### src/hdl/bitmap_page_allocator_core_macros.svh
// assertion helpers for the allocator core
`ifndef BITMAP_PAGE_ALLOCATOR_CORE_MACROS_SVH
`define BITMAP_PAGE_ALLOCATOR_CORE_MACROS_SVH

// plain property checked on every clock outside reset
`define BPA_ASSERT(label, clk, rst_n, prop) \
    label: assert property (@(posedge clk) disable iff (!rst_n) (prop)) \
        else $error("bitmap allocator check failed");

// same-cycle implication
`define BPA_ASSERT_IMP(label, clk, rst_n, ante, cons) \
    label: assert property (@(posedge clk) disable iff (!rst_n) (ante) |-> (cons)) \
        else $error("bitmap allocator check failed");

// next-cycle implication
`define BPA_ASSERT_NXT(label, clk, rst_n, ante, cons) \
    label: assert property (@(posedge clk) disable iff (!rst_n) (ante) |=> (cons)) \
        else $error("bitmap allocator check failed");

`endif

### src/hdl/bpa_pkg.sv
`timescale 1ns / 1ps

package bpa_pkg;

    // controller states
    typedef enum logic [2:0] {
        ST_INIT_SETUP,
        ST_INIT,
        ST_IDLE,
        ST_ALLOC,
        ST_ALLOC_WR,
        ST_FREE_WR,
        ST_DONE
    } t_state;

    // operation codes carried in tuser
    typedef enum logic [1:0] {
        FUNC_ALLOC = 2'd0,
        FUNC_FREE  = 2'd1,
        FUNC_INIT  = 2'd2,
        FUNC_NOP   = 2'd3
    } t_func;

    // register select, taken from paddr[2]
    localparam logic REG_RAM_KB   = 1'b0;
    localparam logic REG_RESERVED = 1'b1;

    // register reset values
    localparam logic [21:0] RAM_KB_RESET   = 22'd131072;
    localparam logic [15:0] RESERVED_RESET = 16'd512;

    // lowest free bit of one bitmap word
    typedef struct packed {
        logic       found;
        logic [4:0] idx;
    } t_scan_res;

    // bits [0, n) of a word
    function automatic logic [31:0] low_mask(input logic [4:0] n);
        return (32'd1 << n) - 32'd1;
    endfunction

endpackage

### src/hdl/bpa_first_free.sv
`timescale 1ns / 1ps

module bpa_first_free (
    input  logic [31:0]          i_word,     // bitmap word, 1 marks used
    input  logic                 i_partial,  // only the low i_limit bits count
    input  logic [4:0]           i_limit,
    output bpa_pkg::t_scan_res   o_res
);

    logic [31:0] free_bits;
    logic [31:0] lowest;

    // free pages of the word, limited to the usable range
    always_comb begin
        free_bits = ~i_word;
        if (i_partial) begin
            free_bits = free_bits & bpa_pkg::low_mask(i_limit);
        end
    end

    // isolate the lowest free bit
    assign lowest = free_bits & (~free_bits + 32'd1);

    // encode the one-hot position
    always_comb begin
        o_res.found = |free_bits;
        o_res.idx   = '0;
        for (int k = 0; k < 5; k++) begin
            for (int j = 0; j < 32; j++) begin
                if (((j >> k) & 1) == 1) begin
                    o_res.idx[k] = o_res.idx[k] | lowest[j];
                end
            end
        end
    end

endmodule
### config.mk
export PLATFORM = sky130hd
export DESIGN_NAME = bpa_first_free
export DESIGN_NICKNAME = d
export VERILOG_FILES = /design/src/hdl/bitmap_page_allocator_core_macros.svh /design/src/hdl/bpa_pkg.sv /design/src/hdl/bpa_first_free.sv
export SDC_FILE = /design/constraint.sdc
export NUM_CORES = 1
export LEC_CHECK = 0
export BUFFER_PORTS_ARGS = -buffer_cell sky130_fd_sc_hd__buf_2
export CAP_MARGIN = 20
export CORE_ASPECT_RATIO = 0.5
export CORE_MARGIN = 2
export CORE_UTILIZATION = 45
export DETAILED_ROUTE_END_ITERATION = 16
export PLACE_DENSITY = 0.69
export SYNTH_ARGS = -nofsm -noshare
export SYNTH_HDL_FRONTEND = slang
export SYNTH_SLANG_ARGS = --single-unit
### constraint.sdc
create_clock -name vclk -period 11
set_clock_uncertainty 0.15 [all_clocks]
set_input_delay 3.3 -clock vclk [all_inputs]
set_output_delay 3.3 -clock vclk [all_outputs]
set_load 0.02 [all_outputs]
==> flow_summary_export.csv <==
group,metric,value,unit
status,status,"completed",
critical_path,worstPathMaxFanout,31,
cells_and_area,final_common_cell,"buf_2",
min_path,holdCritStartpoint,"i_word[31]",
global_routing,grtUsageTotal,25.8,%
timing,slew_violations,0,
critical_path,crit_arrival,7.04,ns
global_routing,first_global_vias,1913,
cells_and_area,seq_area,0,um^2
timing,hold_violations,0,
run,cap_violations,0,
power,peakVddDrop,0.0000247,V
yosys,synth_largest_area_cell,"a21oi_1",
drt,drt_iter0_drc,220,
die,die_x,93.9,um
yosys,ys_warn_count,0,
min_path,hold_path.class,"primary input to primary output",
timing,rsz0062_at_grt,"false",
drt,topRoutingLayerUsed,"met4",
critical_path,worst_ep_required_time,7.55,ns
drt,viasPerCell,6.50,
global_routing,grt_pass1_wl,9760,um
placed_design,portBuffers,44,
critical_path,slowest_delay,0.58,ns
cells_and_area,final_area,1960,um^2
drt,wl_met2,2500,um
yosys,yosys-top-cells-area,"a21oi_1 6.1%, o21ai_0 5.8%, buf_6 5.0%",
drt,ant_nets,0,
critical_path,crit_chain,"buf_2, nor3_2, nand3_1, ha_2, nor4b_1, a32o_1, a2111oi_4, nand3b_2, nor2_4, nand2_1, a2111oi_0, or4b_1, buf_2",
cells_and_area,drive_gt1_share,25.1,%
power,p_leak,0.738,nW
timing,maxSlewHeadroom,58.2,%
yosys,ys_seq_area_share,0,%
timing,setup_viol,0,
power,power_density,35.8,nW/um^2
timing,fin_crit,10.49,ns
yosys,yosysTopAreaCellShare,6.06,%
critical_path,worstSetupPathType,"primary input to primary output",
drt,routed_wirelength,6000,um
global_routing,antenna_found_initial,0,
critical_path,start_kind,"primary input",
placed_design,placed_cell_area,1960,um^2
placed_design,place_congestion,0.921,
critical_path,cp-end-kind,"primary output",
timing,fin_crit_sh,95.4,%
cells_and_area,layout_common_cells,"44 x buf_2, 23 x nand2_1, 22 x a21oi_1",
placed_design,hpwl,4770,um
drt,routed-wl-met3,497,um
drt,drt_pre_antenna_iters,5,
power,p_total,70.2,uW
timing,worst_pin_slew,0.611,ns
yosys,ys_types,75,
critical_path,critPathTopFamily,"compound AO/OA/AOI/OAI gates",
critical_path,crit_start,"i_limit[3]",
cells_and_area,clkbuf_count,0,
die,die_h,48.9,um
drt,wire_per_inst,17.2,um
yosys,postSynthCellCount,271,
global_routing,grt_max_degree,35,
cells_and_area,n_sequential_cell,0,
drt,wl_met1,2970,um
die,io_pins,44,
yosys,syn_area_per_cell,6.70,um^2
yosys,syn_area,1820,um^2
cells_and_area,n_fill_cell,411,
die,design.core.area,3880,um^2
critical_path,slowest_stage,"a2111oi_0",
drt,vias,2267,
timing,setup_tns,0,ns
critical_path,cp.buffers_inverters,2,
die,die_area,4590,um^2
drt,drc,0,
cells_and_area,n_antenna_cell,0,
critical_path,crit_top_cell,"buf_2",
die,start_util,46.8,%
cells_and_area,final_nets,336,
cells_and_area,multi_input_area,1610,um^2
global_routing,grt_remaining_overflow,0,
cells_and_area,syn2layout_area_growth,7.99,%
clock_network,holdBufCountCts,0,
yosys,synth_nets,310,
die,num_rows,16,
timing,fmax,95.3,MHz
[cells by family after synthesis]
| family | synth area share, % |
|---|---|
| simple gates | 42.8 |
| mux | 1.10 |
| compound gates | 44.1 |
| buf+inv | 11.3 |
| fa+ha+maj | 0.689 |
[metrics by stage]
step,util [%],instances,setup WS (ns),hold slack (ns)
global placement,50.5,349,0.453,6.93
global route,50.5,349,0.205,7.00
CTS,50.5,349,0.329,6.95
floorplan,-,271,1.46,6.76
detailed placement,50.5,349,0.334,6.95
finish,50.5,349,0.511,6.95
[final timing paths]
path                    to  slack, ns  cells after the start
setup / recovery  o_res[1]       0.51                     13
hold / removal    o_res[5]       6.95                      4
[metal layers]
layer / vias to the layer above / GRT usage (%)
li1: 1104 / -
met4: 0 / 1.69
met5: - / 0
met2: 122 / 38.2
met1: 1037 / 42.4
met3: 4 / 0.927
[power breakdown]
part / internal (mW) / switching [mW] / leakage, nW
Clock: 0 / 0 / 0
Combinational: 0.0261 / 0.0440 / 0.738
Sequential: 0 / 0 / 0
[timing repair]
item                       4_1_cts  5_1_grt
setup endpoints to repair        0        1
gates resized for setup          0        1
buffers inserted                 0        0
[cell usage after synthesis, drive strengths merged (3+ instances only)]
master / n
a21o: 4
o21a: 4
nor2b: 5
nor4: 4
nor3: 8
o21ai: 25
a21oi: 22
nand2: 24
o211ai: 7
nor2: 23
a31oi: 9
or2: 3
nand2b: 7
or3: 5
a211oi: 4
nor4b: 3
buf: 22
o41ai: 3
or4: 8
nand3: 15
o31ai: 9
inv: 10
and2: 4
[cell type report]
class,instances,share of cell area [%]
multi-input cells,238,82.3
repair buffers,47,12.4
well taps,54,3.44
inverters,10,1.91
Power figures use the tool's default switching activity.
